<file path="src/hdl/rc4_pkg.sv">
// ----------------------------------------------------------------------------
// RC4 cipher core package
// Shared types, control word layout and the microcode program of the core.
// ----------------------------------------------------------------------------
package rc4_pkg;

   localparam int unsigned KEY_BYTES_DEF = 256;
   localparam int unsigned SBOX_DEPTH    = 256;

   typedef enum logic [1:0] {
      CMD_KEY   = 2'd0,
      CMD_SCHED = 2'd1,
      CMD_DATA  = 2'd2,
      CMD_NONE  = 2'd3
   } cmd_type;

   typedef enum logic [0:0] {
      CSR_KEY_LENGTH    = 1'b0,
      CSR_DISCARD_COUNT = 1'b1
   } csr_index_type;

   typedef enum logic [1:0] {
      SEQ_NEXT,
      SEQ_GOTO,
      SEQ_BRANCH,
      SEQ_DISPATCH
   } seq_op_type;

   typedef enum logic [1:0] {
      COND_N_MORE,
      COND_DISC_ZERO,
      COND_OUT_BUSY
   } cond_type;

   typedef enum logic [1:0] { I_HOLD, I_INC, I_CLR } i_op_type;
   typedef enum logic [1:0] { J_HOLD, J_CLR, J_ADD, J_ADD_KEY } j_op_type;
   typedef enum logic [1:0] { N_HOLD, N_CLR, N_INC } n_op_type;
   typedef enum logic [1:0] { K_HOLD, K_CLR, K_STEP } k_op_type;
   typedef enum logic [1:0] { D_HOLD, D_LOAD, D_DEC } d_op_type;

   typedef enum logic [2:0] {
      RA_N,
      RA_I_NEXT,
      RA_J_SUM,
      RA_SI_RD,
      RA_T
   } ra_sel_type;

   typedef enum logic [2:0] {
      WR_NONE,
      WR_N_IDX,
      WR_N_RD,
      WR_I_RD,
      WR_J_SI
   } wr_sel_type;

   typedef logic [4:0] upc_type;

   localparam upc_type STEP_IDLE    = 5'd0;
   localparam upc_type STEP_KS_INIT = 5'd1;
   localparam upc_type STEP_FILL    = 5'd2;
   localparam upc_type STEP_K0      = 5'd3;
   localparam upc_type STEP_K1      = 5'd4;
   localparam upc_type STEP_K2      = 5'd5;
   localparam upc_type STEP_K3      = 5'd6;
   localparam upc_type STEP_KS_DONE = 5'd7;
   localparam upc_type STEP_D_CHK   = 5'd8;
   localparam upc_type STEP_D0      = 5'd9;
   localparam upc_type STEP_D1      = 5'd10;
   localparam upc_type STEP_D2      = 5'd11;
   localparam upc_type STEP_D3      = 5'd12;
   localparam upc_type STEP_C0      = 5'd13;
   localparam upc_type STEP_C1      = 5'd14;
   localparam upc_type STEP_C2      = 5'd15;
   localparam upc_type STEP_C3      = 5'd16;

   typedef struct packed {
      seq_op_type seq_op;
      cond_type   cond;
      upc_type    target;
      logic       accept;
      logic       emit;
      logic       si_ld;
      logic       sj_ld;
      i_op_type   i_op;
      j_op_type   j_op;
      n_op_type   n_op;
      k_op_type   k_op;
      d_op_type   d_op;
      ra_sel_type ra_sel;
      wr_sel_type wr_sel;
   } ctrl_word_type;

   typedef struct packed {
      logic n_more;
      logic disc_zero;
      logic out_busy;
   } dp_status_type;

   localparam ctrl_word_type CTRL_NOP = '{
      seq_op: SEQ_NEXT,
      cond:   COND_N_MORE,
      target: STEP_IDLE,
      accept: 1'b0,
      emit:   1'b0,
      si_ld:  1'b0,
      sj_ld:  1'b0,
      i_op:   I_HOLD,
      j_op:   J_HOLD,
      n_op:   N_HOLD,
      k_op:   K_HOLD,
      d_op:   D_HOLD,
      ra_sel: RA_T,
      wr_sel: WR_NONE
   };

   // One keystream step takes four control words: fetch S[i], fetch S[j],
   // write S[i] while fetching the output entry, write S[j].
   function automatic ctrl_word_type ucode_rom(input upc_type addr);
      ctrl_word_type w;
      w = CTRL_NOP;
      unique case (addr)
         STEP_IDLE: begin
            w.seq_op = SEQ_DISPATCH;
            w.accept = 1'b1;
         end
         STEP_KS_INIT: begin
            w.n_op = N_CLR;
            w.j_op = J_CLR;
            w.k_op = K_CLR;
         end
         STEP_FILL: begin
            w.wr_sel = WR_N_IDX;
            w.n_op   = N_INC;
            w.seq_op = SEQ_BRANCH;
            w.cond   = COND_N_MORE;
            w.target = STEP_FILL;
         end
         STEP_K0: begin
            w.ra_sel = RA_N;
         end
         STEP_K1: begin
            w.si_ld  = 1'b1;
            w.j_op   = J_ADD_KEY;
            w.ra_sel = RA_J_SUM;
         end
         STEP_K2: begin
            w.sj_ld  = 1'b1;
            w.wr_sel = WR_N_RD;
         end
         STEP_K3: begin
            w.wr_sel = WR_J_SI;
            w.n_op   = N_INC;
            w.k_op   = K_STEP;
            w.seq_op = SEQ_BRANCH;
            w.cond   = COND_N_MORE;
            w.target = STEP_K0;
         end
         STEP_KS_DONE: begin
            w.i_op = I_CLR;
            w.j_op = J_CLR;
            w.d_op = D_LOAD;
         end
         STEP_D_CHK: begin
            w.seq_op = SEQ_BRANCH;
            w.cond   = COND_DISC_ZERO;
            w.target = STEP_IDLE;
         end
         STEP_D0, STEP_C0: begin
            w.i_op   = I_INC;
            w.ra_sel = RA_I_NEXT;
         end
         STEP_D1, STEP_C1: begin
            w.si_ld  = 1'b1;
            w.j_op   = J_ADD;
            w.ra_sel = RA_J_SUM;
         end
         STEP_D2, STEP_C2: begin
            w.sj_ld  = 1'b1;
            w.wr_sel = WR_I_RD;
            w.ra_sel = RA_SI_RD;
         end
         STEP_D3: begin
            w.wr_sel = WR_J_SI;
            w.d_op   = D_DEC;
            w.seq_op = SEQ_GOTO;
            w.target = STEP_D_CHK;
         end
         STEP_C3: begin
            w.wr_sel = WR_J_SI;
            w.ra_sel = RA_T;
            w.emit   = 1'b1;
            w.seq_op = SEQ_BRANCH;
            w.cond   = COND_OUT_BUSY;
            w.target = STEP_C3;
         end
         default: begin
            w.seq_op = SEQ_GOTO;
            w.target = STEP_IDLE;
         end
      endcase
      // The output step is kept a branch, so it repeats while the output is busy.
      if (addr == STEP_C3) begin
         w.seq_op = SEQ_BRANCH;
      end
      return w;
   endfunction

endpackage

</file>
<file path="src/hdl/rc4_seq.sv">
// ----------------------------------------------------------------------------
// RC4 microcode sequencer
// Step counter over the control store, with command dispatch and branches.
// ----------------------------------------------------------------------------
module rc4_seq import rc4_pkg::*; (
   input  logic          clock,
   input  logic          reset,
   input  logic          req_valid,
   input  logic [1:0]    req_command,
   input  dp_status_type stat,
   output ctrl_word_type ctrl
);

   upc_type upc_ff;
   upc_type upc_in;
   logic    cond_hit;
   upc_type fall_through;

   assign ctrl = ucode_rom(upc_ff);

   always_comb begin
      unique case (ctrl.cond)
         COND_N_MORE:    cond_hit = stat.n_more;
         COND_DISC_ZERO: cond_hit = stat.disc_zero;
         COND_OUT_BUSY:  cond_hit = stat.out_busy;
         default:        cond_hit = 1'b0;
      endcase
   end

   // The output step is the last of its routine, so a branch not taken there
   // returns to idle instead of running into the next address.
   always_comb begin
      if (upc_ff == STEP_C3) begin
         fall_through = STEP_IDLE;
      end else begin
         fall_through = upc_ff + 5'd1;
      end
   end

   always_comb begin
      upc_in = upc_ff;
      unique case (ctrl.seq_op)
         SEQ_NEXT:   upc_in = fall_through;
         SEQ_GOTO:   upc_in = ctrl.target;
         SEQ_BRANCH: upc_in = cond_hit ? ctrl.target : fall_through;
         SEQ_DISPATCH: begin
            if (req_valid) begin
               unique case (cmd_type'(req_command))
                  CMD_SCHED: upc_in = STEP_KS_INIT;
                  CMD_DATA:  upc_in = STEP_C0;
                  default:   upc_in = STEP_IDLE;
               endcase
            end else begin
               upc_in = STEP_IDLE;
            end
         end
         default: upc_in = STEP_IDLE;
      endcase
   end

   always_ff @(posedge clock) begin
      if (reset) begin
         upc_ff <= STEP_IDLE;
      end else begin
         upc_ff <= upc_in;
      end
   end

endmodule

</file>
<file path="config.mk">
export PLATFORM = sky130hd
export DESIGN_NAME = rc4_seq
export DESIGN_NICKNAME = d
export VERILOG_FILES = /design/src/hdl/rc4_pkg.sv /design/src/hdl/rc4_seq.sv
export SDC_FILE = /design/constraint.sdc
export NUM_CORES = 1
export LEC_CHECK = 0
export BUFFER_PORTS_ARGS = -buffer_cell sky130_fd_sc_hd__buf_2
export CAP_MARGIN = 10
export CORE_ASPECT_RATIO = 0.9
export CORE_MARGIN = 4
export CORE_UTILIZATION = 30
export CTS_CLUSTER_SIZE = 28
export DETAILED_ROUTE_END_ITERATION = 8
export PLACE_DENSITY_LB_ADDON = 0.25
export REMOVE_ABC_BUFFERS = 1
export SYNTH_ARGS = -nofsm -noshare
export SYNTH_HDL_FRONTEND = slang
export SYNTH_SLANG_ARGS = --single-unit
</file>
<file path="constraint.sdc">
create_clock -name clock -period 3.7 [get_ports clock]
set_input_delay 0.555 -clock clock [delete_from_list [all_inputs] [get_ports clock]]
set_output_delay 0.555 -clock clock [all_outputs]
set_load 0.01 [all_outputs]
</file>
==> metrics.csv, run 1 <==
metric,value,unit
n_diodes,0,
CTS buffer count,3,
"Clk pin slew, worst setup/hold paths",40,ps
DR pass1 iterations,4,
worst hold stages,2,
vias in the first global route,841,
row cnt,18,
Post-CTS Hold Fix Bufs,0,
Tcrit/Tclk final,0.757,
routed wire length,2.32,mm
Die Y,60.0,um
Core Footprint,2820,sq um
max FFs per register,5,
met3 usage,0.0282,
critical path class,flop to primary output,
area delta synth->final,20.4,%
"commonest non-fill, non-tap cells in the layout","buf_2, nand2_1, inv_1",
sequential area share after synthesis,0.111,
postcts setup bufs,0,
final setup violation count,0,
Post-CTS Resized,0,
post-synth design cell area,901,sq um
crit path DAT,2250,ps
Slew @ Worst Pin,829,ps
Final nets,160,
Clock Tree Buf Depth,2,
initial antenna violation count,0,
Layout Cells excl Fill,185,
Die X-Extent,65.8,um
Root Driver,clkbuf_4,
Post-synth EDFFs,0,
Synth Register Bits,5,
H-tree Lvls,1,
Worst Setup Start Kind,flop,
placed cell count,181,
Max-Cap Viols,0,
Die ar.,3940,sq um
largest net degree at the start of global routing,24,
1st-iter DRT viols,25,
Vias/cell,5.09,
reg-to-reg critical path startpoint,upc_ff[4]$_SDFF_PP0_,
first-pass GRT wire length,3.86,mm
layout cells sized above 1,0.372,
"commonest non-fill, non-tap cell in the layout",buf_2,
total congestion overflow,0,
Hold Crit Class,input port to flop,
Top Registers,upc_ff: 5 flops,
CTS sink count,5,
dpl hpwl,1.87,mm
Worst Path Max Fanout,16,
Final min period,2800,ps
FF-to-FF setup slack,1570,ps
FILL cells,313,
Yosys top cell by area,dfxtp_1,
min-delay src,reset,
PD cells,201,nW/um^2
DR DRC count,0,
status,"finished, final reports clean",
Fin. Hold Viols,0,
Final Skew,1.70,ps
TNS Setup,0,ps
Worst Path Required,3140,ps
PortBufs,35,
Vias,941,
max_slew headroom,0.446,
"Clk Latency, worst-skew pair",240,ps
Avg Inst Size Synth,7.77,sq um
post-synth top area share,0.111,
peak supply drop,0.0890,mV
Initial Utilization,0.320,
GRT Overall Usage,0.125,
Max Fclk,357,MHz
Reg2Reg Depth,6,
leakage power,0.522,nW
Cells after Synth,116,
Crit. End Element,primary output,
gr busiest metal,met2,
post-synth cell types,55,
clock tree from TritonCTS,yes,
hold endpoint,upc_ff[3]$_SDFF_PP0_,
yosys warns,0,
RSZ-0062 raised after global routing,no,
wire per inst,12.5,um
largest reg by FF count,upc_ff,
top_reg_cell synth,dfxtp_1,
R2R Path End,upc_ff[2]$_SDFF_PP0_,
met1 GRT Util,0.162,
Antenna Nets Post-Route,0,
asr flop ratio synth,0,
Slew Limit Fails,0,
routability cong.,0.764,
Ports,37,
largest cells by area after synthesis,"dfxtp_1, ha_1, nand2_1",
M2 GR Usage,0.211,
[report_power, final]
part | total [W] | internal [W] | leakage, nW | switching (W)
Combinational | 0.0000925 | 0.0000371 | 0.467 | 0.0000554
Clock | 0.0000624 | 0.0000407 | 0.0150 | 0.0000217
Sequential | 0.0000629 | 0.0000563 | 0.0405 | 0.00000659
[cells by family after synthesis]
family	after synthesis	share of synthesized area
AOI/OAI and AO/OA	35	0.343
and+or+nand+nor	49	0.335
buffers and inverters	19	0.112
DFF	5	0.111
other	1	0.00416
muxes	1	0.0111
adders and majority gates	6	0.0833
[worst max path at each step]
stage                          from       end  slack, ps  cells after the start
6_report       upc_ff[4]$_SDFF_PP0_  ctrl[27]        900                      6
5_1_grt        upc_ff[4]$_SDFF_PP0_  ctrl[27]        760                      6
4_1_cts        upc_ff[4]$_SDFF_PP0_  ctrl[27]        910                      6
3_5_place_dp   upc_ff[4]$_SDFF_PP0_  ctrl[27]       1170                      6
3_3_place_gp   upc_ff[4]$_SDFF_PP0_  ctrl[27]       1230                      6
2_1_floorplan  upc_ff[0]$_SDFF_PP0_   ctrl[5]       1370                      5
[per-layer routing]
layer  wire, um  vias up
met5          0        -
met4          0        0
met3        130        0
met2       1150       31
met1       1040      434
li1           -      476
[synthesized netlist by cell type, types with 3 or more instances]
master     n
nor2_1     6
nor3_1     3
nand2b_1   3
ha_1       6
buf_4      5
dfxtp_1    5
inv_1      8
a21oi_1    5
nand2_1   11
nor4b_1    3
o21ai_0    6
and2_1     4
buf_2      3
and3_1     3
[per-stage QoR]
stage,util,total power (W),hold WS [ps],setup WS [ps],area [sq um]
6_report,0.385,0.000218,591,899,1080
3_5_place_dp,0.376,0.000157,749,1170,1060
5_1_grt,0.385,0.000236,603,760,1080
4_1_cts,0.385,0.000223,580,906,1080
3_3_place_gp,0.376,0.000156,757,1230,1060
2_1_floorplan,-,0.000126,623,1370,833
[area by class of cell]
cell class / count / area, sq um / share of cell area
multi-input cells: 92 / 699 / 0.645
repair buffers: 35 / 175 / 0.161
flip-flops and latches: 5 / 100 / 0.0923
well taps: 40 / 50.0 / 0.0461
inverters: 9 / 33.8 / 0.0311
clock buffers: 4 / 26.3 / 0.0242
[critical path: stages, from the launching register on]
cell and delay (ps):
dfxtp_1 780, inv_2 180, ha_1 300, a221oi_4 240, nand2_1 150, o21ai_2 190, buf_2 160
(Power assumes the default switching activity.)
==> run 2: changes to the inputs <==
==> constraint.sdc (replaced) <==
create_clock -name clock -period 2.4 [get_ports clock]
set_input_delay 0.36 -clock clock [delete_from_list [all_inputs] [get_ports clock]]
set_output_delay 0.36 -clock clock [all_outputs]
set_load 0.01 [all_outputs]
==> run 2 against run 1 <==
  * Clock power grew 58%
  * First-iteration DRC count grew 20%
  * Utilization grew 2.0 points
  * Critical endpoint unchanged
  * Critical path depth grew 1
  * Die area is the same
  * Sequential cell count is the same
  * Final area grew 5.2%
  * Hold slack lost 190 ps
  * Non-clock buffer count grew 6
  * Global-route usage grew 1.3 points
  * Clock skew is essentially flat
  * Count of clock-buffer cells in the layout is the same
==> metrics.csv, run 2 (same netlist as run 1, synthesis figures left out) <==
metric,value,unit,change
status,"finished, final reports clean",,unchanged
vias in the first global route,973,,was 841
n_diodes,0,,unchanged
Final Skew,1.50,ps,was 1.70 ps
Vias,970,,was 941
CP max stage cell,dfxtp_1,,unchanged
Vias/cell,5.08,,was 5.09
first-pass GRT wire length,4.34,mm,was 3.86 mm
sequential share of power,0.274,,was 0.289
layout cells sized above 1,0.430,,was 0.372
Ports,37,,unchanged
Final min period,2280,ps,
Slew Limit Fails,0,,unchanged
Die X-Extent,65.8,um,unchanged
Power Internal,0.000214,W,was 0.000134 W
FF-to-FF setup slack,520,ps,was 1570 ps
switching pwr,0.000132,W,was 0.0000837 W
Die ar.,3940,sq um,unchanged
clock tree from TritonCTS,yes,,unchanged
wire per inst,12.6,um,was 12.5 um
worst-path cell chain,ha_2 > and3_1 > ha_1 > a221oi_4 > nand2_2 > o21ai_2 > buf_2,,was inv_2 > ha_1 > a221oi_4 > nand2_1 > o21ai_2 > buf_2
total congestion overflow,0,,unchanged
FILL cells,301,,was 313
RSZ-0062 raised after global routing,no,,unchanged
critical path class,flop to primary output,,unchanged
"Clk pin slew, worst setup/hold paths",40,ps,about the same
"commonest non-fill, non-tap cells in the layout","buf_2, nand2_1, inv_1",,unchanged
Max-Cap Viols,0,,unchanged
"commonest non-fill, non-tap cell in the layout",buf_2,,unchanged
initial antenna violation count,0,,unchanged
Final nets,166,,was 160
PD cells,304,nW/um^2,was 201 nW/um^2
Max Fclk,439,MHz,
GRT Overall Usage,0.137,,was 0.125
routability cong.,0.802,,was 0.764
"Clk Latency, worst-skew pair",240,ps,about the same
Setup crit start,upc_ff[1]$_SDFF_PP0_,,was upc_ff[4]$_SDFF_PP0_
Clk pwr share,0.286,,about the same
setup ws final,124,ps,was 899 ps
Fin. Hold Viols,0,,unchanged
Crit. End Element,primary output,,unchanged
Worst Setup Start Kind,flop,,unchanged
Core Footprint,2820,sq um,unchanged
largest net degree at the start of global routing,14,,was 24
end point of the critical path,ctrl[27],,unchanged
Tot Pwr,0.000346,W,was 0.000218 W
R2R Path End,upc_ff[4]$_SDFF_PP0_,,was upc_ff[2]$_SDFF_PP0_
Sw Share,0.382,,was 0.384
Clock Tree Buf Depth,2,,unchanged
dpl hpwl,1.98,mm,was 1.87 mm
peak supply drop,0.137,mV,was 0.0890 mV
H-tree Lvls,1,,unchanged
1st-iter DRT viols,30,,was 25
area delta synth->final,26.7,%,was 20.4%
max FFs per register,5,,unchanged
leakage power,0.550,nW,was 0.522 nW
CTS sink count,5,,unchanged
final setup violation count,0,,unchanged
DR DRC count,0,,unchanged
Post-CTS Hold Fix Bufs,0,,unchanged
PortBufs,35,,unchanged
Hold Crit Class,input port to flop,,unchanged
Antenna Nets Post-Route,0,,unchanged
CP peak stage delay,350,ps,was 780 ps
Worst Path Required,2040,ps,was 3140 ps
routed wire length,2.41,mm,was 2.32 mm
reg-to-reg critical path startpoint,upc_ff[3]$_SDFF_PP0_,,was upc_ff[4]$_SDFF_PP0_
setup slack at placement,197,ps,was 1170 ps
DR pass1 iterations,4,,unchanged
Slew @ Worst Pin,543,ps,was 829 ps
Root Driver,clkbuf_4,,unchanged
max_slew headroom,0.638,,was 0.446
largest reg by FF count,upc_ff,,unchanged
Tcrit/Tclk final,0.948,,
Die Y,60.0,um,unchanged
Top Registers,upc_ff: 5 flops,,unchanged
CTS buffer count,3,,unchanged
row cnt,18,,unchanged
Util after Layout,0.405,,was 0.385
combinational share of power,0.441,,was 0.425
Worst Path Max Fanout,8,,was 16
Reg2Reg Depth,6,,unchanged
TNS Setup,0,ps,unchanged
crit path DAT,1920,ps,was 2250 ps
Initial Utilization,0.320,,unchanged
==> run 2: cell types whose count changed in the layout (fill, tap and decap cells not counted), sizes merged <==
cell  previous run  this run
buf             35        41
==> run 2: critical path, delay by kind of cell (launching register included) <==
kind | cells | cell delay (ps)
buffers and inverters | 1 | 150
AO/OA/AOI/OAI | 2 | 400
adder cells (fa/ha/maj) | 2 | 460
flip-flops | 1 | 350
AND/OR/NAND/NOR | 2 | 310
==> run 2: layer usage <==
metal / vias to the layer above / global-route usage / share of wire
li1: 490 / - / -
met1: 450 / 0.179 / 0.46
met2: 28 / 0.233 / 0.48
met3: 2 / 0.0301 / 0.047
met4: 0 / 0.0296 / 0.0037
met5: - / 0 / 0
==> run 2: cell type report <==
type / count / area (sq um) / area share
multi-input combinational: 92 / 708 / 0.621
timing repair buffer: 41 / 220 / 0.193
sequential: 5 / 103 / 0.0899
tap: 40 / 50.0 / 0.0439
inverter: 9 / 33.8 / 0.0296
clock buffer: 4 / 26.3 / 0.0230
==> run 2: how the worst min path moves through the flow <==
stage          start                   end  slack (ps)  cells after the start
2_1_floorplan  reset  upc_ff[3]$_SDFF_PP0_         430                      1
3_3_place_gp   reset  upc_ff[3]$_SDFF_PP0_         650                      2
3_5_place_dp   reset  upc_ff[3]$_SDFF_PP0_         660                      2
4_1_cts        reset  upc_ff[3]$_SDFF_PP0_         390                      2
5_1_grt        reset  upc_ff[4]$_SDFF_PP0_         410                      2
6_report       reset  upc_ff[3]$_SDFF_PP0_         400                      2
==> run 2: repair_timing <==
item / CTS / global route
gates resized for setup: 3 / 3
pin swaps: 0 / 1
setup buffers: 0 / 1
setup endpoints to repair: 2 / 2
==> run 2: metrics by stage <==
step,instances,hold slack [ps],instance area [sq um]
2_1_floorplan,106,428,833
6_report,191,401,1140
5_1_grt,191,406,1140
4_1_cts,190,393,1130
3_5_place_dp,186,658,1100
3_3_place_gp,186,650,1100
==> run 2: power by group through the flow <==
stage,logic (W),registers [W],clock network (W)
after floorplan,0.0000993,0.0000952,0
after global placement,0.000148,0.0000952,0
after detailed placement,0.000147,0.0000956,0
after CTS,0.000149,0.0000946,0.000104
after global routing,0.000171,0.0000959,0.000110
final,0.000153,0.0000948,0.0000989
