**src/hdl/rc4_pkg.sv**
```systemverilog
// ----------------------------------------------------------------------------
// RC4 cipher core package
// Shared types, control word layout and the microcode program of the core.
// ----------------------------------------------------------------------------
package rc4_pkg;

   localparam int unsigned KEY_BYTES_DEF = 256;
   localparam int unsigned SBOX_DEPTH    = 256;

   typedef enum logic [1:0] {
      CMD_KEY   = 2'd0,
      CMD_SCHED = 2'd1,
      CMD_DATA  = 2'd2,
      CMD_NONE  = 2'd3
   } cmd_type;

   typedef enum logic [0:0] {
      CSR_KEY_LENGTH    = 1'b0,
      CSR_DISCARD_COUNT = 1'b1
   } csr_index_type;

   typedef enum logic [1:0] {
      SEQ_NEXT,
      SEQ_GOTO,
      SEQ_BRANCH,
      SEQ_DISPATCH
   } seq_op_type;

   typedef enum logic [1:0] {
      COND_N_MORE,
      COND_DISC_ZERO,
      COND_OUT_BUSY
   } cond_type;

   typedef enum logic [1:0] { I_HOLD, I_INC, I_CLR } i_op_type;
   typedef enum logic [1:0] { J_HOLD, J_CLR, J_ADD, J_ADD_KEY } j_op_type;
   typedef enum logic [1:0] { N_HOLD, N_CLR, N_INC } n_op_type;
   typedef enum logic [1:0] { K_HOLD, K_CLR, K_STEP } k_op_type;
   typedef enum logic [1:0] { D_HOLD, D_LOAD, D_DEC } d_op_type;

   typedef enum logic [2:0] {
      RA_N,
      RA_I_NEXT,
      RA_J_SUM,
      RA_SI_RD,
      RA_T
   } ra_sel_type;

   typedef enum logic [2:0] {
      WR_NONE,
      WR_N_IDX,
      WR_N_RD,
      WR_I_RD,
      WR_J_SI
   } wr_sel_type;

   typedef logic [4:0] upc_type;

   localparam upc_type STEP_IDLE    = 5'd0;
   localparam upc_type STEP_KS_INIT = 5'd1;
   localparam upc_type STEP_FILL    = 5'd2;
   localparam upc_type STEP_K0      = 5'd3;
   localparam upc_type STEP_K1      = 5'd4;
   localparam upc_type STEP_K2      = 5'd5;
   localparam upc_type STEP_K3      = 5'd6;
   localparam upc_type STEP_KS_DONE = 5'd7;
   localparam upc_type STEP_D_CHK   = 5'd8;
   localparam upc_type STEP_D0      = 5'd9;
   localparam upc_type STEP_D1      = 5'd10;
   localparam upc_type STEP_D2      = 5'd11;
   localparam upc_type STEP_D3      = 5'd12;
   localparam upc_type STEP_C0      = 5'd13;
   localparam upc_type STEP_C1      = 5'd14;
   localparam upc_type STEP_C2      = 5'd15;
   localparam upc_type STEP_C3      = 5'd16;

   typedef struct packed {
      seq_op_type seq_op;
      cond_type   cond;
      upc_type    target;
      logic       accept;
      logic       emit;
      logic       si_ld;
      logic       sj_ld;
      i_op_type   i_op;
      j_op_type   j_op;
      n_op_type   n_op;
      k_op_type   k_op;
      d_op_type   d_op;
      ra_sel_type ra_sel;
      wr_sel_type wr_sel;
   } ctrl_word_type;

   typedef struct packed {
      logic n_more;
      logic disc_zero;
      logic out_busy;
   } dp_status_type;

   localparam ctrl_word_type CTRL_NOP = '{
      seq_op: SEQ_NEXT,
      cond:   COND_N_MORE,
      target: STEP_IDLE,
      accept: 1'b0,
      emit:   1'b0,
      si_ld:  1'b0,
      sj_ld:  1'b0,
      i_op:   I_HOLD,
      j_op:   J_HOLD,
      n_op:   N_HOLD,
      k_op:   K_HOLD,
      d_op:   D_HOLD,
      ra_sel: RA_T,
      wr_sel: WR_NONE
   };

   // One keystream step takes four control words: fetch S[i], fetch S[j],
   // write S[i] while fetching the output entry, write S[j].
   function automatic ctrl_word_type ucode_rom(input upc_type addr);
      ctrl_word_type w;
      w = CTRL_NOP;
      unique case (addr)
         STEP_IDLE: begin
            w.seq_op = SEQ_DISPATCH;
            w.accept = 1'b1;
         end
         STEP_KS_INIT: begin
            w.n_op = N_CLR;
            w.j_op = J_CLR;
            w.k_op = K_CLR;
         end
         STEP_FILL: begin
            w.wr_sel = WR_N_IDX;
            w.n_op   = N_INC;
            w.seq_op = SEQ_BRANCH;
            w.cond   = COND_N_MORE;
            w.target = STEP_FILL;
         end
         STEP_K0: begin
            w.ra_sel = RA_N;
         end
         STEP_K1: begin
            w.si_ld  = 1'b1;
            w.j_op   = J_ADD_KEY;
            w.ra_sel = RA_J_SUM;
         end
         STEP_K2: begin
            w.sj_ld  = 1'b1;
            w.wr_sel = WR_N_RD;
         end
         STEP_K3: begin
            w.wr_sel = WR_J_SI;
            w.n_op   = N_INC;
            w.k_op   = K_STEP;
            w.seq_op = SEQ_BRANCH;
            w.cond   = COND_N_MORE;
            w.target = STEP_K0;
         end
         STEP_KS_DONE: begin
            w.i_op = I_CLR;
            w.j_op = J_CLR;
            w.d_op = D_LOAD;
         end
         STEP_D_CHK: begin
            w.seq_op = SEQ_BRANCH;
            w.cond   = COND_DISC_ZERO;
            w.target = STEP_IDLE;
         end
         STEP_D0, STEP_C0: begin
            w.i_op   = I_INC;
            w.ra_sel = RA_I_NEXT;
         end
         STEP_D1, STEP_C1: begin
            w.si_ld  = 1'b1;
            w.j_op   = J_ADD;
            w.ra_sel = RA_J_SUM;
         end
         STEP_D2, STEP_C2: begin
            w.sj_ld  = 1'b1;
            w.wr_sel = WR_I_RD;
            w.ra_sel = RA_SI_RD;
         end
         STEP_D3: begin
            w.wr_sel = WR_J_SI;
            w.d_op   = D_DEC;
            w.seq_op = SEQ_GOTO;
            w.target = STEP_D_CHK;
         end
         STEP_C3: begin
            w.wr_sel = WR_J_SI;
            w.ra_sel = RA_T;
            w.emit   = 1'b1;
            w.seq_op = SEQ_BRANCH;
            w.cond   = COND_OUT_BUSY;
            w.target = STEP_C3;
         end
         default: begin
            w.seq_op = SEQ_GOTO;
            w.target = STEP_IDLE;
         end
      endcase
      // The output step is kept a branch, so it repeats while the output is busy.
      if (addr == STEP_C3) begin
         w.seq_op = SEQ_BRANCH;
      end
      return w;
   endfunction

endpackage

```
**src/hdl/rc4_dpath.sv**
```systemverilog
// ----------------------------------------------------------------------------
// RC4 datapath
// S-box and key store memories, index registers and the output register.
// ----------------------------------------------------------------------------
module rc4_dpath import rc4_pkg::*; #(
   parameter int unsigned KEY_BYTES = KEY_BYTES_DEF
) (
   input  logic          clock,
   input  logic          reset,
   input  ctrl_word_type ctrl,
   input  logic          req_valid,
   input  logic [1:0]    req_command,
   input  logic [7:0]    req_key_index,
   input  logic [7:0]    req_byte_in,
   output logic          rsp_valid,
   output logic [7:0]    rsp_byte_out,
   input  logic          rsp_ready,
   input  logic [8:0]    key_length,
   input  logic [12:0]   discard_count,
   output dp_status_type stat
);

   localparam int unsigned KAW        = (KEY_BYTES > 1) ? $clog2(KEY_BYTES) : 1;
   localparam logic [8:0]  KEY_COUNT  = 9'(KEY_BYTES);
   localparam logic [8:0]  KEY_LAST   = 9'(KEY_BYTES - 1);

   logic [7:0] sbox_mem_ff [SBOX_DEPTH];
   logic [7:0] key_mem_ff [KEY_BYTES];
   logic [7:0] rd_ff;
   logic [7:0] kd_ff;

   logic [7:0]     i_ff, i_in;
   logic [7:0]     j_ff, j_in;
   logic [7:0]     n_ff, n_in;
   logic [KAW-1:0] k_ff, k_in;
   logic [12:0]    disc_ff, disc_in;
   logic [7:0]     si_ff, si_in;
   logic [7:0]     sj_ff, sj_in;
   logic [7:0]     data_ff, data_in;
   logic           rsp_valid_ff, rsp_valid_in;
   logic [7:0]     rsp_byte_ff, rsp_byte_in;

   logic       accept;
   logic       key_we;
   logic [7:0] j_sum;
   logic [7:0] t_sum;
   logic [7:0] ks;
   logic [7:0] raddr;
   logic       wr_en;
   logic [7:0] waddr;
   logic [7:0] wdata;
   logic [8:0] len_last;
   logic       out_busy;
   logic       emit_ok;

   assign accept = ctrl.accept && req_valid;
   assign key_we = accept && (cmd_type'(req_command) == CMD_KEY)
                   && ({1'b0, req_key_index} < KEY_COUNT);

   assign j_sum = j_ff + rd_ff + ((ctrl.j_op == J_ADD_KEY) ? kd_ff : 8'd0);
   assign t_sum = si_ff + sj_ff;

   // The output entry is read in the same cycle that S[i] is written and
   // before S[j] is, so entries touched by the swap take the swapped value.
   always_comb begin
      if (t_sum == j_ff) begin
         ks = si_ff;
      end else if (t_sum == i_ff) begin
         ks = sj_ff;
      end else begin
         ks = rd_ff;
      end
   end

   always_comb begin
      if (key_length == 9'd0) begin
         len_last = 9'd0;
      end else if (key_length > KEY_COUNT) begin
         len_last = KEY_LAST;
      end else begin
         len_last = key_length - 9'd1;
      end
   end

   always_comb begin
      unique case (ctrl.ra_sel)
         RA_N:      raddr = n_ff;
         RA_I_NEXT: raddr = i_ff + 8'd1;
         RA_J_SUM:  raddr = j_sum;
         RA_SI_RD:  raddr = si_ff + rd_ff;
         RA_T:      raddr = t_sum;
         default:   raddr = t_sum;
      endcase
   end

   always_comb begin
      wr_en = 1'b1;
      waddr = n_ff;
      wdata = rd_ff;
      unique case (ctrl.wr_sel)
         WR_N_IDX: begin
            waddr = n_ff;
            wdata = n_ff;
         end
         WR_N_RD: begin
            waddr = n_ff;
            wdata = rd_ff;
         end
         WR_I_RD: begin
            waddr = i_ff;
            wdata = rd_ff;
         end
         WR_J_SI: begin
            waddr = j_ff;
            wdata = si_ff;
         end
         default: begin
            wr_en = 1'b0;
         end
      endcase
   end

   assign out_busy = rsp_valid_ff && !rsp_ready;
   assign emit_ok  = ctrl.emit && !out_busy;

   always_comb begin
      i_in = i_ff;
      case (ctrl.i_op)
         I_INC:   i_in = i_ff + 8'd1;
         I_CLR:   i_in = 8'd0;
         default: i_in = i_ff;
      endcase

      j_in = j_ff;
      case (ctrl.j_op)
         J_CLR:     j_in = 8'd0;
         J_ADD:     j_in = j_sum;
         J_ADD_KEY: j_in = j_sum;
         default:   j_in = j_ff;
      endcase

      n_in = n_ff;
      case (ctrl.n_op)
         N_CLR:   n_in = 8'd0;
         N_INC:   n_in = n_ff + 8'd1;
         default: n_in = n_ff;
      endcase

      k_in = k_ff;
      case (ctrl.k_op)
         K_CLR:   k_in = '0;
         K_STEP:  k_in = (9'(k_ff) == len_last) ? '0 : k_ff + KAW'(1);
         default: k_in = k_ff;
      endcase

      disc_in = disc_ff;
      case (ctrl.d_op)
         D_LOAD:  disc_in = discard_count;
         D_DEC:   disc_in = disc_ff - 13'd1;
         default: disc_in = disc_ff;
      endcase

      si_in   = ctrl.si_ld ? rd_ff : si_ff;
      sj_in   = ctrl.sj_ld ? rd_ff : sj_ff;
      data_in = accept ? req_byte_in : data_ff;

      if (emit_ok) begin
         rsp_valid_in = 1'b1;
         rsp_byte_in  = data_ff ^ ks;
      end else begin
         rsp_valid_in = rsp_valid_ff && !rsp_ready;
         rsp_byte_in  = rsp_byte_ff;
      end
   end

   always_ff @(posedge clock) begin
      if (reset) begin
         i_ff         <= 8'd0;
         j_ff         <= 8'd0;
         n_ff         <= 8'd0;
         k_ff         <= '0;
         disc_ff      <= 13'd0;
         rsp_valid_ff <= 1'b0;
      end else begin
         i_ff         <= i_in;
         j_ff         <= j_in;
         n_ff         <= n_in;
         k_ff         <= k_in;
         disc_ff      <= disc_in;
         rsp_valid_ff <= rsp_valid_in;
      end
   end

   always_ff @(posedge clock) begin
      si_ff       <= si_in;
      sj_ff       <= sj_in;
      data_ff     <= data_in;
      rsp_byte_ff <= rsp_byte_in;
   end

   always_ff @(posedge clock) begin
      if (wr_en) begin
         sbox_mem_ff[waddr] <= wdata;
      end
      rd_ff <= sbox_mem_ff[raddr];
   end

   always_ff @(posedge clock) begin
      if (key_we) begin
         key_mem_ff[req_key_index[KAW-1:0]] <= req_byte_in;
      end
      kd_ff <= key_mem_ff[k_ff];
   end

   assign stat.n_more    = (n_ff != 8'd255);
   assign stat.disc_zero = (disc_ff == 13'd0);
   assign stat.out_busy  = out_busy;

   assign rsp_valid    = rsp_valid_ff;
   assign rsp_byte_out = rsp_byte_ff;

endmodule

```
**config.mk**
```make
export PLATFORM = sky130hd
export DESIGN_NAME = rc4_dpath
export DESIGN_NICKNAME = d
export VERILOG_FILES = /design/src/hdl/rc4_pkg.sv /design/src/hdl/rc4_dpath.sv
export SDC_FILE = /design/constraint.sdc
export NUM_CORES = 2
export LEC_CHECK = 0
export BUFFER_PORTS_ARGS = -buffer_cell sky130_fd_sc_hd__buf_2
export CORE_MARGIN = 4
export CORE_UTILIZATION = 63
export DETAILED_ROUTE_END_ITERATION = 6
export HOLD_SLACK_MARGIN = 0.02
export PLACE_DENSITY = 0.79
export SLEW_MARGIN = 20
export SYNTH_ARGS = -nofsm -noshare
export SYNTH_HDL_FRONTEND = slang
export SYNTH_SLANG_ARGS = --single-unit
```
**constraint.sdc**
```tcl
create_clock -name clock -period 14 [get_ports clock]
set_input_delay 2.1 -clock clock [delete_from_list [all_inputs] [get_ports clock]]
set_output_delay 2.1 -clock clock [all_outputs]
set_load 0.005 [all_outputs]
```
==> flow_metrics.env <==
export IMPL_htree_levels=5
export IMPL_core_rowCount=188
export IMPL_seqPwrFrac_pct=44.6
export IMPL_drt_pass1_iterations=7
export IMPL_power_switching_uw=10200
export IMPL_core_area_um2=263200
export IMPL_start_util_pct=63.54
export IMPL_num_fill_cells=14670
export IMPL_grt_pass1_wl_um=670700
export IMPL_vias_per_cell=7.176
export IMPL_cts_repair_resize_count=0
export IMPL_clockRootBuffer="clkbuf_16"
export IMPL_r2r_slack_ps=6850
export IMPL_grt_pass1_vias=95580
export IMPL_syn_area_um2=167300
export IMPL_port_buffers=75
export IMPL_cts_tree="built"
export IMPL_wl_per_cell_um=34.13
export IMPL_setup_violations=0
export IMPL_failed_checks="DRC"
export IMPL_ys_seq_area_share_pct=74.86
export IMPL_clock_latency_ps=1000
export IMPL_worstSetupEndpointType="flop"
export IMPL_clk_pin_slew_worst_paths_ps=60
export IMPL_fin_setup_tns_ps=0
export IMPL_cts_setup_buffers=0
export IMPL_seq_area_um2=125200
export IMPL_rr_worst_depth=18
export IMPL_fmax_ghz=0.1242
export IMPL_drv_cap=0
export IMPL_min_to="disc_ff[9]"
export IMPL_pin_count=85
export IMPL_final_setup_worst_slack_ps=5946
export IMPL_avgSynthCellArea_um2=17.09
export IMPL_synth_ff_type="edfxtp_1"
export IMPL_die_y_um=523.2
export IMPL_antenna_found_initial=43
export IMPL_syn_inst=9788
export IMPL_area_growth_pct=10.10
export IMPL_synth_cell_type_count=97
export IMPL_pre_cts_slack_ps=5424
export IMPL_die_w_um=523.2
export IMPL_synth_edf_count=4128
export IMPL_comb_power_share_pct=21.6
export IMPL_num_vias=97730
export IMPL_r2r_start="rd_ff[0]"
export IMPL_finalClockSkew_ps=99.20
export IMPL_holdBufCountCts=0
export IMPL_hold_depth=2
export IMPL_numCtsBuffers=401
export IMPL_nNetsFinal=9865
export IMPL_ant_nets=0
export IMPL_r2r_end="rd_ff[5]"
export IMPL_crit_required_ps=14890
export IMPL_worstPathMaxFanout=167
export IMPL_fin_crit_sh_pct=57.53
export IMPL_worst_pin_slew_ps=1203
export IMPL_final_layout_size_suffix_gt1_share_pct=16.06
export IMPL_hold_path_class="flop to flop"
export IMPL_status="finished with violations"
export IMPL_p_leak_uw=0.05752
export IMPL_clock_power_share_pct=33.8
export IMPL_hold_violations=0
export IMPL_start_kind="input port"
export IMPL_switching_share_pct=31.05
export IMPL_p_per_area_nw_per_um2=178.4
export IMPL_worst_hold_startpoint="disc_ff[9]"
export IMPL_place_gp_congestion=0.8910
export IMPL_ys_seq_elements=4190
export IMPL_die_area_um2=273800
export IMPL_drcViolationCount=10
export IMPL_async_reset_ff_share_pct=0
export IMPL_multi_input_area_um2=39090
export IMPL_synth_nets=9900
export IMPL_rsz0062_at_grt="no"
export IMPL_yosysWarnings=0
export IMPL_peakVddDrop_v=0.0001882
export IMPL_grt_max_degree=200
export IMPL_cts_sinks=4190
export IMPL_overflow=0
export IMPL_postRouteWirelength_um=464900
export IMPL_worstPathArrival_ps=8950
export IMPL_dpl_hpwl_um=242000
export IMPL_track_usage_pct=33.62
export IMPL_relSlewSlack_pct=19.50
export IMPL_drt_iter0_drc=17110
export IMPL_internal_power_uw=22650
export IMPL_post_route_min_period_ps=8054
export IMPL_crit_type="input port to flop"
export IMPL_cts_path_max_buffers=4
export IMPL_final_max_slew_viol_count=0
==> worst max-delay path: stages <==
cell	delay, ps
buf_2	350
and2_1	270
nand2_1	110
fa_1	370
inv_1	70
ha_1	240
nand2b_1	130
a32oi_4	120
buf_4	300
buf_4	290
nand2_4	640
buf_12	630
buf_4	790
nand2_1	110
a221oi_1	330
a31oi_1	160
a22oi_1	300
a21oi_1	90
nor4_1	910
and4b_1	320
==> power groups by stage <==
stage / Sequential (uW) / Combinational (uW) / Clock [uW]
5_1_grt: 14600 / 7400 / 11700
3_3_place_gp: 14900 / 6510 / 0
3_5_place_dp: 14900 / 6720 / 0
2_1_floorplan: 15100 / 4280 / 0
4_1_cts: 14600 / 6840 / 11100
6_report: 14700 / 7080 / 11100
==> final cells by class <==
type                       instances  area share [%]
antenna                           18         0.02446
clock buffer                     500           5.790
clock inverter                   236           1.414
inverter                          47         0.09581
multi-input combinational       4891           21.23
sequential                      4190           68.00
tap                             3515           2.388
timing repair buffer             222           1.061
==> cells in the final DEF, fill, tap and decap left out, drive strengths merged, types with 12 or more instances in the layout <==
cell,netlist,layout
edfxtp,4128,4128
nand2,1364,1364
mux4,746,746
nor2,659,659
clkbuf,291,506
nand3,413,413
a21oi,344,344
buf,369,216
clkinv,1,165
and3,148,148
a311oi,136,136
a31oi,121,121
a221oi,121,121
a211oi,118,118
mux2i,113,113
o21ai,92,92
dfxtp,62,62
inv,46,62
nor3,61,61
bufinv,0,42
xnor2,39,39
a22oi,37,37
o22ai,35,35
ha,29,29
nor2b,25,25
nor4,23,23
diode,0,18
or3,18,18
xor2,17,17
nand2b,16,16
a22o,14,14
clkinvlp,0,14
a32oi,14,14
nor3b,12,12
o31ai,12,12
==> worst max-delay path by stage <==
stage / cells after the start / slack [ps] / from / endpoint
2_1_floorplan: 6 / 2740 / ctrl[2] / sbox_mem_ff[0][0]
3_3_place_gp: 20 / 5410 / ctrl[13] / rd_ff[5]
3_5_place_dp: 20 / 5420 / ctrl[13] / rd_ff[5]
4_1_cts: 20 / 6380 / ctrl[13] / rd_ff[5]
5_1_grt: 20 / 5690 / ctrl[13] / rd_ff[5]
6_report: 20 / 5950 / ctrl[13] / rd_ff[5]
==> synth_stat cells, types with 9 or more instances <==
| cell type | number | area share [%] |
|---|---|---|
| buf_2 | 242 | 0.72 |
| fa_1 | 10 | 0.12 |
| a21oi_1 | 344 | 1.0 |
| nand2_1 | 1363 | 3.1 |
| nor3b_1 | 12 | 0.054 |
| and2_1 | 9 | 0.034 |
| o21ai_0 | 89 | 0.27 |
| nor4_1 | 22 | 0.082 |
| xnor2_1 | 39 | 0.20 |
| a31oi_1 | 121 | 0.45 |
| ha_1 | 29 | 0.22 |
| buf_1 | 82 | 0.18 |
| edfxtp_1 | 4128 | 74 |
| a22oi_1 | 37 | 0.17 |
| and3_1 | 148 | 0.55 |
| buf_4 | 29 | 0.13 |
| inv_1 | 46 | 0.10 |
| a32oi_1 | 13 | 0.068 |
| a22o_1 | 14 | 0.073 |
| o31ai_1 | 10 | 0.045 |
| nor2b_1 | 25 | 0.094 |
| o22ai_1 | 35 | 0.13 |
| a21o_1 | 9 | 0.040 |
| nand4_1 | 11 | 0.041 |
| mux4_2 | 746 | 10 |
| nand2b_1 | 16 | 0.060 |
| mux2i_1 | 113 | 0.68 |
| nor2_1 | 658 | 1.5 |
| a221oi_1 | 119 | 0.62 |
| a311oi_1 | 135 | 0.71 |
| xor2_1 | 17 | 0.089 |
| or3_1 | 17 | 0.064 |
| nand3_1 | 413 | 1.2 |
| a211oi_1 | 115 | 0.52 |
| dfxtp_1 | 62 | 0.74 |
| buf_6 | 14 | 0.094 |
| nor3_1 | 60 | 0.18 |
| clkbuf_1 | 289 | 0.65 |
==> layer usage <==
layer  vias to the layer above  share of wire (%)  global-route usage [%]
li1                      38630                  -                       -
met1                     48850                 33                   44.48
met2                      8544                 47                   52.20
met3                      1679                 14                   9.022
met4                        32                6.4                   17.32
met5                         -              0.049                 0.05198
==> metrics by stage <==
| step | util (%) | instances | hold slack, ps | cell area (um^2) | total power (uW) |
|---|---|---|---|---|---|
| floorplan | - | 9788 | 455.4 | 167300 | 19410 |
| global placement | 64.81 | 12860 | 483.2 | 170600 | 21420 |
| detailed placement | 64.81 | 12860 | 504.3 | 170600 | 21630 |
| CTS | 69.85 | 13590 | 515.4 | 183900 | 32590 |
| global route | 69.95 | 13610 | 542.9 | 184100 | 33720 |
| finish | 69.96 | 13620 | 519.8 | 184100 | 32840 |
==> logic make-up (layout without fill, tap and decap cells) <==
logic type / count (synthesis) / after routing / share of synthesized area (%)
buffers and inverters: 707 / 1005 / 1.917
other: 0 / 18 / 0
muxes: 864 / 864 / 10.76
DFF: 4190 / 4190 / 74.86
AOI/OAI and AO/OA: 1137 / 1137 / 4.679
xor gates and xnor gates: 57 / 57 / 0.3067
and+or+nand+nor: 2794 / 2794 / 7.148
adders and majority gates: 39 / 39 / 0.3366
(Power assumes the default switching activity.)
